`config.mk`:
```
export PLATFORM = sky130hd
export DESIGN_NAME = periodic_task_dispatcher
export DESIGN_NICKNAME = d
export VERILOG_FILES = /design/src/hdl/ptd_pkg.sv /design/src/hdl/periodic_task_dispatcher.sv /design/src/hdl/ptd_ctrl.sv /design/src/hdl/ptd_dpath.sv
export VERILOG_INCLUDE_DIRS = /design/src /design/src/hdl
export SDC_FILE = /design/constraint.sdc
export NUM_CORES = 1
export LEC_CHECK = 0
export ABC_AREA = 1
export BUFFER_PORTS_ARGS = -buffer_cell sky130_fd_sc_hd__clkbuf_2
export CORE_ASPECT_RATIO = 0.6
export CORE_MARGIN = 4
export CORE_UTILIZATION = 25
export DETAILED_ROUTE_END_ITERATION = 16
export GPL_TIMING_DRIVEN = 0
export PLACE_DENSITY_LB_ADDON = 0.08
export SKIP_LAST_GASP = 1
export SYNTH_ARGS = -nofsm -noshare
export SYNTH_HDL_FRONTEND = slang
export SYNTH_SLANG_ARGS = --single-unit
```
`constraint.sdc`:
```
create_clock -name clk_i -period 8.9 [get_ports clk_i]
set_input_delay 1.335 -clock clk_i [delete_from_list [all_inputs] [get_ports clk_i]]
set_output_delay 1.335 -clock clk_i [all_outputs]
set_load 0.1 [all_outputs]
```
`src/hdl/assert_macros.svh`:
```
// Assertion macros shared by the task dispatcher RTL.
`ifndef ASSERT_MACROS_SVH
`define ASSERT_MACROS_SVH
`ifndef SYNTHESIS
// Plain property, checked at every rising edge outside reset.
`define ASSERT_AT(lbl, clk, rst_n, prop, msg) \
  lbl: assert property (@(posedge clk) disable iff (!rst_n) (prop)) else $error(msg);
// Overlapping implication: when ante holds, cons holds in the same cycle.
`define ASSERT_IMPL(lbl, clk, rst_n, ante, cons, msg) \
  lbl: assert property (@(posedge clk) disable iff (!rst_n) (ante) |-> (cons)) else $error(msg);
// Next-cycle implication: when ante holds, cons holds in the next cycle.
`define ASSERT_NEXT(lbl, clk, rst_n, ante, cons, msg) \
  lbl: assert property (@(posedge clk) disable iff (!rst_n) (ante) |=> (cons)) else $error(msg);
`else
`define ASSERT_AT(lbl, clk, rst_n, prop, msg)
`define ASSERT_IMPL(lbl, clk, rst_n, ante, cons, msg)
`define ASSERT_NEXT(lbl, clk, rst_n, ante, cons, msg)
`endif
`endif

```
`src/hdl/ptd_pkg.sv`:
```
// Types and codes shared by the periodic task dispatcher modules.
`default_nettype none
package ptd_pkg;

  typedef enum logic [1:0] {
    OP_TICK  = 2'd0,
    OP_ADD   = 2'd1,
    OP_RUN   = 2'd2,
    OP_CLEAR = 2'd3
  } op_e;

  typedef enum logic [1:0] {
    ST_OK     = 2'd0,
    ST_REJECT = 2'd1,
    ST_NONE   = 2'd2
  } status_e;

  typedef enum logic [2:0] {
    S_IDLE,
    S_TICK,
    S_TICK_DRAIN,
    S_RUN_RD,
    S_RUN_WR
  } state_e;

  typedef struct packed {
    op_e         operation;
    logic [31:0] period;
    logic        handler_valid;
  } ptd_in_t;

  typedef struct packed {
    status_e     status;
    logic [2:0]  task_index;
    logic [31:0] tick_count;
    logic        last_of_run;
  } ptd_out_t;

  // Commands from the controller to the datapath.
  typedef struct packed {
    logic do_tick;
    logic do_add;
    logic do_clear;
    logic do_run_none;
    logic tick_rd;
    logic run_rd;
    logic run_wr;
  } ptd_cmd_t;

  // Status from the datapath to the controller.
  typedef struct packed {
    logic out_free;
    logic table_empty;
    logic any_ready;
    logic tick_last;
    logic more_ready;
  } ptd_stat_t;

endpackage
`default_nettype wire

```
`src/hdl/periodic_task_dispatcher.sv`:
```
// Every result is registered and appears in the cycle after the step that forms it.
// Add, clear, tick and an empty run are handled in the step that accepts them; with slots
// added, a tick then walks the countdown table one slot per cycle, holding off the input
// until the walk and a drain state are done. A run handles each ready slot with a period
// read, then a reload and result, each result also waiting for the previous one to be taken.
// Reset (rst_ni low, asynchronous) empties the table and zeroes the tick counter.
`default_nettype none
module periodic_task_dispatcher import ptd_pkg::*; #(
  parameter int unsigned TASK_SLOTS = 8
) (
  input  wire logic    clk_i,
  input  wire logic    rst_ni,
  input  wire logic    in_valid_i,
  output logic         in_ready_o,
  input  wire ptd_in_t in_i,
  output logic         out_valid_o,
  input  wire logic    out_ready_i,
  output ptd_out_t     out_o
);

  // The controller decodes each accepted item and steps the slot walks; the
  // datapath holds the tables, the ready flags and the result register.
  ptd_cmd_t  cmd;
  ptd_stat_t stat;

  ptd_ctrl u_ctrl (
    .clk_i      (clk_i),
    .rst_ni     (rst_ni),
    .in_valid_i (in_valid_i),
    .in_op_i    (in_i.operation),
    .in_ready_o (in_ready_o),
    .stat_i     (stat),
    .cmd_o      (cmd)
  );

  // There is a single result register: while a result waits in it, the next item
  // is held off unless the waiting result is taken in that same cycle.
  ptd_dpath #(
    .TASK_SLOTS (TASK_SLOTS)
  ) u_dpath (
    .clk_i       (clk_i),
    .rst_ni      (rst_ni),
    .in_i        (in_i),
    .out_ready_i (out_ready_i),
    .cmd_i       (cmd),
    .stat_o      (stat),
    .out_valid_o (out_valid_o),
    .out_o       (out_o)
  );

endmodule
`default_nettype wire

```
`src/hdl/ptd_ctrl.sv`:
```
// Sequencing state machine of the periodic task dispatcher.
`default_nettype none
`include "assert_macros.svh"
module ptd_ctrl import ptd_pkg::*; (
  input  wire logic      clk_i,
  input  wire logic      rst_ni,
  input  wire logic      in_valid_i,
  input  wire op_e       in_op_i,
  output logic           in_ready_o,
  input  wire ptd_stat_t stat_i,
  output ptd_cmd_t       cmd_o
);

  state_e state_q, state_d;
  logic   accept;

  assign accept = in_valid_i && in_ready_o;

  always_ff @(posedge clk_i or negedge rst_ni) begin
    if (!rst_ni) begin
      state_q <= S_IDLE;
    end else begin
      state_q <= state_d;
    end
  end

  // Next state.
  always_comb begin
    state_d = state_q;
    unique case (state_q)
      S_IDLE: begin
        if (accept) begin
          if (in_op_i == OP_TICK && !stat_i.table_empty) begin
            state_d = S_TICK;
          end else if (in_op_i == OP_RUN && stat_i.any_ready) begin
            state_d = S_RUN_RD;
          end
        end
      end
      S_TICK: begin
        if (stat_i.tick_last) begin
          state_d = S_TICK_DRAIN;
        end
      end
      S_TICK_DRAIN: state_d = S_IDLE;
      S_RUN_RD:     state_d = S_RUN_WR;
      S_RUN_WR: begin
        if (stat_i.out_free) begin
          state_d = stat_i.more_ready ? S_RUN_RD : S_IDLE;
        end
      end
      default:      state_d = S_IDLE;
    endcase
  end

  // Outputs.
  always_comb begin
    cmd_o      = '0;
    in_ready_o = 1'b0;
    unique case (state_q)
      S_IDLE: begin
        in_ready_o = stat_i.out_free;
        if (accept) begin
          unique case (in_op_i)
            OP_TICK:  cmd_o.do_tick  = 1'b1;
            OP_ADD:   cmd_o.do_add   = 1'b1;
            OP_CLEAR: cmd_o.do_clear = 1'b1;
            OP_RUN:   cmd_o.do_run_none = !stat_i.any_ready;
            default:  cmd_o = '0;
          endcase
        end
      end
      S_TICK:       cmd_o.tick_rd = 1'b1;
      S_TICK_DRAIN: cmd_o = '0;
      S_RUN_RD:     cmd_o.run_rd = 1'b1;
      S_RUN_WR:     cmd_o.run_wr = stat_i.out_free;
      default:      cmd_o = '0;
    endcase
  end

  `ASSERT_AT(a_cmd_onehot, clk_i, rst_ni,
    $onehot0({cmd_o.do_tick, cmd_o.do_add, cmd_o.do_clear, cmd_o.do_run_none,
              cmd_o.tick_rd, cmd_o.run_rd, cmd_o.run_wr}),
    "controller issued two commands at once")
  `ASSERT_NEXT(a_rd_then_wr, clk_i, rst_ni, cmd_o.run_rd, state_q == S_RUN_WR,
    "run read not followed by its write-back")
  `ASSERT_IMPL(a_idle_only_accept, clk_i, rst_ni, in_ready_o,
    state_q == S_IDLE && stat_i.out_free, "item accepted while busy")

endmodule
`default_nettype wire

```
`src/hdl/ptd_dpath.sv`:
```
// Datapath of the periodic task dispatcher: slot tables, counters, result register.
`default_nettype none
`include "assert_macros.svh"
module ptd_dpath import ptd_pkg::*; #(
  parameter int unsigned TASK_SLOTS = 8
) (
  input  wire logic     clk_i,
  input  wire logic     rst_ni,
  input  wire ptd_in_t  in_i,
  input  wire logic     out_ready_i,
  input  wire ptd_cmd_t cmd_i,
  output ptd_stat_t     stat_o,
  output logic          out_valid_o,
  output ptd_out_t      out_o
);

  localparam int unsigned IdxW = (TASK_SLOTS > 1) ? $clog2(TASK_SLOTS) : 1;
  localparam int unsigned CntW = $clog2(TASK_SLOTS + 1);

  logic [31:0]           tick_q, tick_d;
  logic [CntW-1:0]       added_q, added_d;
  logic [TASK_SLOTS-1:0] ready_q, ready_d;
  logic [IdxW-1:0]       ptr_q;
  logic                  wb_vld_q;
  logic [IdxW-1:0]       wb_idx_q;
  logic [IdxW-1:0]       sel_q;
  logic [31:0]           cd_rdata_q;
  logic [31:0]           per_rdata_q;
  logic                  out_vld_q;
  ptd_out_t              out_q, out_d;

  logic [31:0] period_mem [TASK_SLOTS];
  logic [31:0] cd_mem     [TASK_SLOTS];

  logic [IdxW-1:0]       add_idx;
  logic                  add_ok;
  logic [IdxW-1:0]       first_idx;
  logic [TASK_SLOTS-1:0] rest;
  logic                  more_ready;
  logic [31:0]           cd_dec;
  logic                  wb_blocked;
  logic                  cd_we;
  logic [IdxW-1:0]       cd_wa;
  logic [31:0]           cd_wd;
  logic [IdxW-1:0]       idx_sel;
  logic [IdxW+2:0]       idx_ext;
  logic                  out_load;

  assign add_idx = added_q[IdxW-1:0];
  assign add_ok  = in_i.handler_valid && (added_q != CntW'(TASK_SLOTS));

  // Lowest ready slot.
  always_comb begin
    first_idx = '0;
    for (int i = TASK_SLOTS - 1; i >= 0; i--) begin
      if (ready_q[i]) begin
        first_idx = IdxW'(i);
      end
    end
  end

  always_comb begin
    rest        = ready_q;
    rest[sel_q] = 1'b0;
  end
  assign more_ready = |rest;

  // Countdown write-back for the tick walk: saturate at zero.
  assign cd_dec     = (cd_rdata_q == 32'd0) ? 32'd0 : cd_rdata_q - 32'd1;
  assign wb_blocked = wb_vld_q && !ready_q[wb_idx_q];

  always_comb begin
    cd_we = 1'b0;
    cd_wa = wb_idx_q;
    cd_wd = cd_dec;
    if (cmd_i.do_add && add_ok) begin
      cd_we = 1'b1;
      cd_wa = add_idx;
      cd_wd = in_i.period;
    end else if (cmd_i.run_wr) begin
      cd_we = 1'b1;
      cd_wa = sel_q;
      cd_wd = per_rdata_q;
    end else if (wb_blocked) begin
      cd_we = 1'b1;
    end
  end

  always_comb begin
    ready_d = ready_q;
    if (cmd_i.do_clear) begin
      ready_d = '0;
    end
    if (cmd_i.do_add && add_ok) begin
      ready_d[add_idx] = 1'b0;
    end
    if (cmd_i.run_wr) begin
      ready_d[sel_q] = 1'b0;
    end
    if (wb_blocked && cd_dec == 32'd0) begin
      ready_d[wb_idx_q] = 1'b1;
    end
  end

  always_comb begin
    added_d = added_q;
    tick_d  = tick_q;
    if (cmd_i.do_clear) begin
      added_d = '0;
      tick_d  = '0;
    end
    if (cmd_i.do_add && add_ok) begin
      added_d = added_q + CntW'(1);
    end
    if (cmd_i.do_tick) begin
      tick_d = tick_q + 32'd1;
    end
  end

  // Result assembly.
  assign idx_sel  = cmd_i.run_wr ? sel_q : add_idx;
  assign idx_ext  = {3'b000, idx_sel};
  assign out_load = cmd_i.do_tick | cmd_i.do_add | cmd_i.do_clear | cmd_i.do_run_none |
                    cmd_i.run_wr;

  always_comb begin
    out_d.status      = ST_OK;
    out_d.task_index  = '0;
    out_d.tick_count  = tick_q;
    out_d.last_of_run = 1'b1;
    if (cmd_i.do_tick) begin
      out_d.tick_count = tick_q + 32'd1;
    end
    if (cmd_i.do_clear) begin
      out_d.tick_count = '0;
    end
    if (cmd_i.do_run_none) begin
      out_d.status = ST_NONE;
    end
    if (cmd_i.do_add) begin
      if (add_ok) begin
        out_d.task_index = idx_ext[2:0];
      end else begin
        out_d.status = ST_REJECT;
      end
    end
    if (cmd_i.run_wr) begin
      out_d.task_index  = idx_ext[2:0];
      out_d.last_of_run = !more_ready;
    end
  end

  always_ff @(posedge clk_i or negedge rst_ni) begin
    if (!rst_ni) begin
      tick_q    <= '0;
      added_q   <= '0;
      ready_q   <= '0;
      ptr_q     <= '0;
      wb_vld_q  <= 1'b0;
      out_vld_q <= 1'b0;
    end else begin
      tick_q   <= tick_d;
      added_q  <= added_d;
      ready_q  <= ready_d;
      wb_vld_q <= cmd_i.tick_rd;
      if (cmd_i.do_tick) begin
        ptr_q <= '0;
      end else if (cmd_i.tick_rd) begin
        ptr_q <= ptr_q + IdxW'(1);
      end
      if (out_load) begin
        out_vld_q <= 1'b1;
      end else if (out_ready_i) begin
        out_vld_q <= 1'b0;
      end
    end
  end

  always_ff @(posedge clk_i) begin
    if (out_load) begin
      out_q <= out_d;
    end
    if (cmd_i.tick_rd) begin
      wb_idx_q <= ptr_q;
    end
    if (cmd_i.run_rd) begin
      sel_q <= first_idx;
    end
  end

  // Period table: written by add, read by run.
  always_ff @(posedge clk_i) begin
    if (cmd_i.do_add && add_ok) begin
      period_mem[add_idx] <= in_i.period;
    end
    if (cmd_i.run_rd) begin
      per_rdata_q <= period_mem[first_idx];
    end
  end

  // Countdown table: read by the tick walk, written by add, tick and run.
  always_ff @(posedge clk_i) begin
    if (cd_we) begin
      cd_mem[cd_wa] <= cd_wd;
    end
    if (cmd_i.tick_rd) begin
      cd_rdata_q <= cd_mem[ptr_q];
    end
  end

  assign stat_o.out_free    = !out_vld_q || out_ready_i;
  assign stat_o.table_empty = (added_q == '0);
  assign stat_o.any_ready   = |ready_q;
  assign stat_o.tick_last   = (CntW'(ptr_q) == added_q - CntW'(1));
  assign stat_o.more_ready  = more_ready;

  assign out_valid_o = out_vld_q;
  assign out_o       = out_q;

  `ASSERT_IMPL(a_run_sel_ready, clk_i, rst_ni, cmd_i.run_wr, ready_q[sel_q],
    "dispatched slot is not ready")
  `ASSERT_AT(a_added_bound, clk_i, rst_ni, added_q <= CntW'(TASK_SLOTS),
    "slot count beyond table size")
  `ASSERT_AT(a_no_wb_clash, clk_i, rst_ni, !(wb_vld_q && (cmd_i.do_add || cmd_i.run_wr)),
    "countdown write port contention")

endmodule
`default_nettype wire

```
# Word level (Yosys, flattened, before mapping)
# Memory sizes are Yosys's and may differ from the RTL's. A register that Yosys moved wholly into a read port is not among the register bits.
# Index checks and enable logic that the tools add are counted.
word_totals:
  mem_count: 2
  ram_bits: 512
  reg_bits: 96
  out_inout_bits: 40
memory_table:
  columns: ["name", "words", "width", "rd", "rd_ports_with_merged_regs", "write_ports", "line_no", "rtl"]
  rows:
  - ["u_dpath.cd_mem", 8, 32, 1, 1, 1, "ptd_dpath.sv:33", "logic [31:0] cd_mem [TASK_SLOTS];"]
  - ["u_dpath.period_mem", 8, 32, 1, 1, 1, "ptd_dpath.sv:32", "logic [31:0] period_mem [TASK_SLOTS];"]
op_classes:
  bitwise: 10
  add_sub_neg: 5
  n_reduce_logical: 28
  order_cmp: 6
  n_eq_ne: 12
  n_mux: 64
op_table:
  columns: ["op", "count"]
  rows:
  - ["$mux W32", 6]
  - ["$logic_not A32 Y1", 2]
  - ["$mux W3", 20]
  - ["$add A32 B1 Y32 const B", 1]
  - ["$mux W8", 4]
  - ["$sub A32 B1 Y32 const B", 1]
  - ["$and A8 B8 Y8", 3]
  - ["$mux W1", 18]
  - ["$not A8 Y8", 2]
  - ["$reduce_or A8 Y1", 2]
  - ["$lt A3 B4 Y1 const B", 3]
  - ["$mux W4", 3]
  - ["$pmux W3 S4", 1]
  - ["$logic_and A1 B1 Y1", 10]
  - ["$demux W1 S3", 3]
  - ["$ge A3 B1 Y1 const B", 3]
  - ["$or A8 B8 Y8", 1]
  - ["$reduce_bool A2 Y1", 4]
  - ["$mux W7", 1]
  - ["$mux W2", 3]
  - ["$pmux W1 S2", 3]
  - ["$logic_not A1 Y1", 5]
  - ["$mux W5", 1]
  - ["$add A4 B1 Y4 const B", 1]
  - ["other kinds (19)", 24]

# Longest topological paths before layout
depth:
  word_depth: 13
  depth_mapped: 15

# Modules after synthesis
# From an unflattened synthesis, not the netlist that was laid out.
hier_totals:
  hier_cells: 2585
  hier_area_um2: 28676.3
modules_own_cells:
  columns: ["mod", "n_inst", "area_per_inst_um2", "cells_each"]
  rows:
  - ["ptd_dpath", 1, 28377.2, 2538]
  - ["ptd_ctrl", 1, 299.0, 47]

# Worst setup path after synthesis
# Ideal clock, no wire load.
synth_timing:
  kind: "in2reg"
  from: "input out_ready_i"
  to: "memory u_dpath.cd_mem[0][0], enable pin"
  arrival_ns: 4.626
  setup_ns: 0.421
  required_time_ns: 8.479
  path_stages: 12
  slack_ns: 3.853
  path_cell_list: "nor2_2 > nor2_2 > nand2_2 > inv_2 > nand3_2 > nor2_4 > inv_2 > nor2_1 > a21oi_1 > inv_1 > nand2_1 > nor2_1"
synth_between:
  elab_chain_len: 9
  word_cells_on_any_way: 13
  cone_classes: "mux: 10; reduce/logical: 3"
synth_rtl:
  columns: ["element", "line_no", "rtl"]
  rows:
  - ["start, declared", "periodic_task_dispatcher.sv:17", "input wire logic out_ready_i,"]
  - ["$logic_or A1 B1 Y1 (*)", "ptd_dpath.sv:211", "assign stat_o.out_free = !out_vld_q || out_ready_i;"]
  - ["$mux W1 (*)", "ptd_ctrl.sv:60", "unique case (state_q)"]
  - ["via in_ready_o", "periodic_task_dispatcher.sv:14", "output logic in_ready_o,"]
  - ["$logic_and A1 B1 Y1 (*)", "ptd_ctrl.sv:17", "assign accept = in_valid_i && in_ready_o;"]
  - ["$mux W7 (*)", "ptd_ctrl.sv:63", "if (accept) begin"]
  - ["$mux W4 (*)", "ptd_ctrl.sv:60", null]
  - ["$logic_and A1 B1 Y1 (*)", "ptd_dpath.sv:76", "if (cmd_i.do_add && add_ok) begin"]
  - ["$mux W1", "ptd_dpath.sv:76", null]
  - ["$mux W1", "ptd_dpath.sv:203", "if (cd_we) begin"]
  - ["$mux W1 (implied by the code)", "ptd_dpath.sv:204", "cd_mem[cd_wa] <= cd_wd;"]
  - ["end, declared", "ptd_dpath.sv:33", null]
# Mark *: on every way through the listed nets, which the timed path passes. The rest lies on a longest branch.

==> flow_metrics.env <==
export IMPL_outcome="completed"
export IMPL_combPwrFrac_pct=30.8
export IMPL_worstPathArrival_ps=4270
export IMPL_critPathKind="reg2reg"
export IMPL_wl_per_cell_um=23.2
export IMPL_grt_pass1_wl_mm=143
export IMPL_power_leakage_nw=11.4
export IMPL_dp_cells=4137
export IMPL_yosys_top_cells_count="edfxtp_1 (620), nor2_1 (530), o21ai_0 (399)"
export IMPL_cellPowerDensity_nw_per_um2=319
export IMPL_ys_warn_count=0
export IMPL_grt_overflow=0
export IMPL_totalWireLength_mm=99.1
export IMPL_clk_pin_slew_worst_paths_ps=60
export IMPL_hp_class="reg2reg"
export IMPL_antenna_found_initial=5
export IMPL_syn_area_per_cell_um2=11.3
export IMPL_synth_most_common_cell="edfxtp_1"
export IMPL_tns_ps=0
export IMPL_switching_share_pct=38.1
export IMPL_finalNetCount=2752
export IMPL_pre_cts_slack_ps=4580
export IMPL_synth_cells=2531
export IMPL_cts_root_buffer="clkbuf_16"
export IMPL_post_cts_buffers=0
export IMPL_worst_pin_slew_ps=1230
export IMPL_hold_viol_final=0
export IMPL_final_antenna_net_count=0
export IMPL_cp_start_kind="flip-flop"
export IMPL_cts_path_max_buffers=3
export IMPL_holdBufCountCts=0
export IMPL_die_h_um=270
export IMPL_setup_viol=0
export IMPL_yosys_area_top_type="edfxtp_1"
export IMPL_worst_r2r_setup_slack_ps=5040
export IMPL_htree_levels=3
export IMPL_slew_violations=0
export IMPL_num_rows=95
export IMPL_first_iter_violations=2054
export IMPL_grt_setup_unrepaired="false"
export IMPL_cpPeakStageDelay_ps=720
export IMPL_clock_sinks=672
export IMPL_cp_slowest_cell="dfrtp_1"
export IMPL_power_frac_seq_pct=41.5
export IMPL_crit_required_ps=9320
export IMPL_p_int_mw=6.66
export IMPL_peakVddDrop_uv=120
export IMPL_ys_seq_elements=672
export IMPL_initial_core_util_pct=25.3
export IMPL_numCtsBuffers=70
export IMPL_ys_seq_area_share_pct=69.8
export IMPL_yosysTopAreaCellShare_pct=65.3
export IMPL_path_cells="clkbuf_1 -> clkbuf_1 -> clkbuf_1 -> nor2_1 -> o22ai_1 -> nor2_1 -> a31oi_1"
export IMPL_final_period_utilization_pct=43.4
export IMPL_power_mw=10.8
export IMPL_core_area_um2=113000
export IMPL_clk_latency_ps=650
export IMPL_async_flop_share_pct=7.74
export IMPL_synth_distinct_cells=48
export IMPL_drc=0
export IMPL_drive_gt1_share_pct=11.0
export IMPL_syn_cell_area_um2=28500
export IMPL_cts_resized=0
export IMPL_crit_path_max_fanout=10
export IMPL_fin_skew_ps=20.4
export IMPL_layout_min_cycle_time_ps=3860
export IMPL_dp_hpwl_mm=73.7
export IMPL_cts_tree="yes"
export IMPL_synth_nets=2576
export IMPL_synth_edf_count=620
export IMPL_crit_top_cell="clkbuf_1"
export IMPL_instances_no_fill=4263
export IMPL_slew_headroom_pct=16.8
export IMPL_fmax_ghz=0.259
export IMPL_grt_use_total_pct=16.2
export IMPL_synth_area_leaders="edfxtp_1 (65%), o21ai_0 (7.0%), nor2_1 (7.0%)"
export IMPL_first_global_vias=19500
export IMPL_maxCapViolCount=0
export IMPL_io_buffers=78
export IMPL_p_switching_mw=4.09
export IMPL_first_pass_iters=6
export IMPL_worst_setup_path_end_kind="flip-flop"
export IMPL_vias=20400
export IMPL_syn_to_final_growth_pct=18.2
export IMPL_grt_max_degree=53
export IMPL_fin_ws_ps=5040
export IMPL_ioPinCount=79
export IMPL_clkPwrFrac_pct=27.7
export IMPL_chipWidth_um=444
export IMPL_dieArea_um2=120000
export IMPL_synthFlopType="edfxtp_1"
export IMPL_place_gp_congestion=0.860
export IMPL_via_per_inst=4.79
routing by layer:
layer	vias to the layer above	wire length (um)	track usage [%]
met5	-	0	0
met4	0	1420	2.87
met1	10300	55400	27.9
met2	583	36700	20.5
met3	96	5500	2.75
li1	9391	-	-
layout make-up:
| class | count | area, um2 |
|---|---|---|
| diodes | 4 | 10.0 |
| well taps | 1503 | 1880 |
| plain buffers | 127 | 515 |
| clock buffers | 84 | 1870 |
| fillers | 11500 | 78900 |
| clock inverters | 37 | 382 |
| multi-input cells | 1608 | 7740 |
| flip-flops and latches | 672 | 19900 |
| repair buffers | 104 | 926 |
| inverters | 124 | 465 |
worst max-delay path, delay by kind of cell (launching register included):
kind | cells | cell delay [ps]
DFF | 1 | 720
and+or+nand+nor | 2 | 190
AOI/OAI and AO/OA | 2 | 610
buffers and inverters | 3 | 2070
per-stage QoR:
stage / area, um2 / hold slack (ps) / util, %
2_1_floorplan: 28500 / 466 / -
3_3_place_gp: 30800 / 494 / 27.4
3_5_place_dp: 31400 / 503 / 27.9
4_1_cts: 33700 / 506 / 29.9
5_1_grt: 33700 / 538 / 29.9
6_report: 33700 / 503 / 29.9
power groups by stage:
stage                     sequential (mW)  combinational, mW  clock, mW
final                                4.46               3.31       2.98
after global routing                 4.51               3.63       3.20
after CTS                            4.47               3.32       3.08
after detailed placement             4.53               3.31          0
after global placement               4.56               3.17          0
after floorplan                      4.75               1.66          0
cell families after synthesis:
kind of cell / Yosys count / share of synthesized area [%]
adder cells (fa/ha/maj): 6 / 0.263
flip-flops: 672 / 69.8
multiplexers: 6 / 0.211
buffers and inverters: 251 / 3.44
XOR/XNOR: 14 / 0.430
AND/OR/NAND/NOR: 971 / 14.2
AO/OA/AOI/OAI: 611 / 11.6
sequential cells by signal (all words and copies together), names as in the netlist:
register,flops
u_dpath.cd_mem,256
u_dpath.period_mem,256
u_dpath.out_o,38
u_dpath.cd_rdata_q,32
u_dpath.per_rdata_q,32
u_dpath.tick_q,32
u_dpath.ready_q,8
u_dpath.added_q,4
u_ctrl.state_q,3
u_dpath.ptr_q,3
u_dpath.sel_q,3
u_dpath.wb_idx_q,3
u_dpath.out_valid_o,1
u_dpath.wb_vld_q,1
cell usage in the layout, fill, tap and decap left out, drive strengths merged, types with 6 or more instances in the layout:
cell type / instances
a31oi: 43
clkinv: 31
buf: 52
nor2: 556
o21ai: 422
bufinv: 7
ha: 6
nand4: 23
clkbuf: 263
a21oi: 38
inv: 122
edfxtp: 620
dfrtp: 52
nand3: 75
nor3: 23
o31ai: 6
mux2i: 6
nand2: 287
xor2: 12
o22ai: 76
o211ai: 8
worst paths after layout:
kind,endpoint,cells past startpoint,startpoint
hold reg to reg,u_dpath.tick_q[28],1,u_dpath.tick_q[28]
setup / recovery,u_dpath.cd_rdata_q[21],7,u_dpath.ptr_q[0]
setup reg to reg,u_dpath.cd_rdata_q[21],7,u_dpath.ptr_q[0]
min in group asynchronous,u_dpath.tick_q[1],1,rst_ni
max in group asynchronous,u_dpath.ready_q[6],1,rst_ni
hold / removal,u_dpath.tick_q[28],1,u_dpath.tick_q[28]
Power figures use the tool's default switching activity.
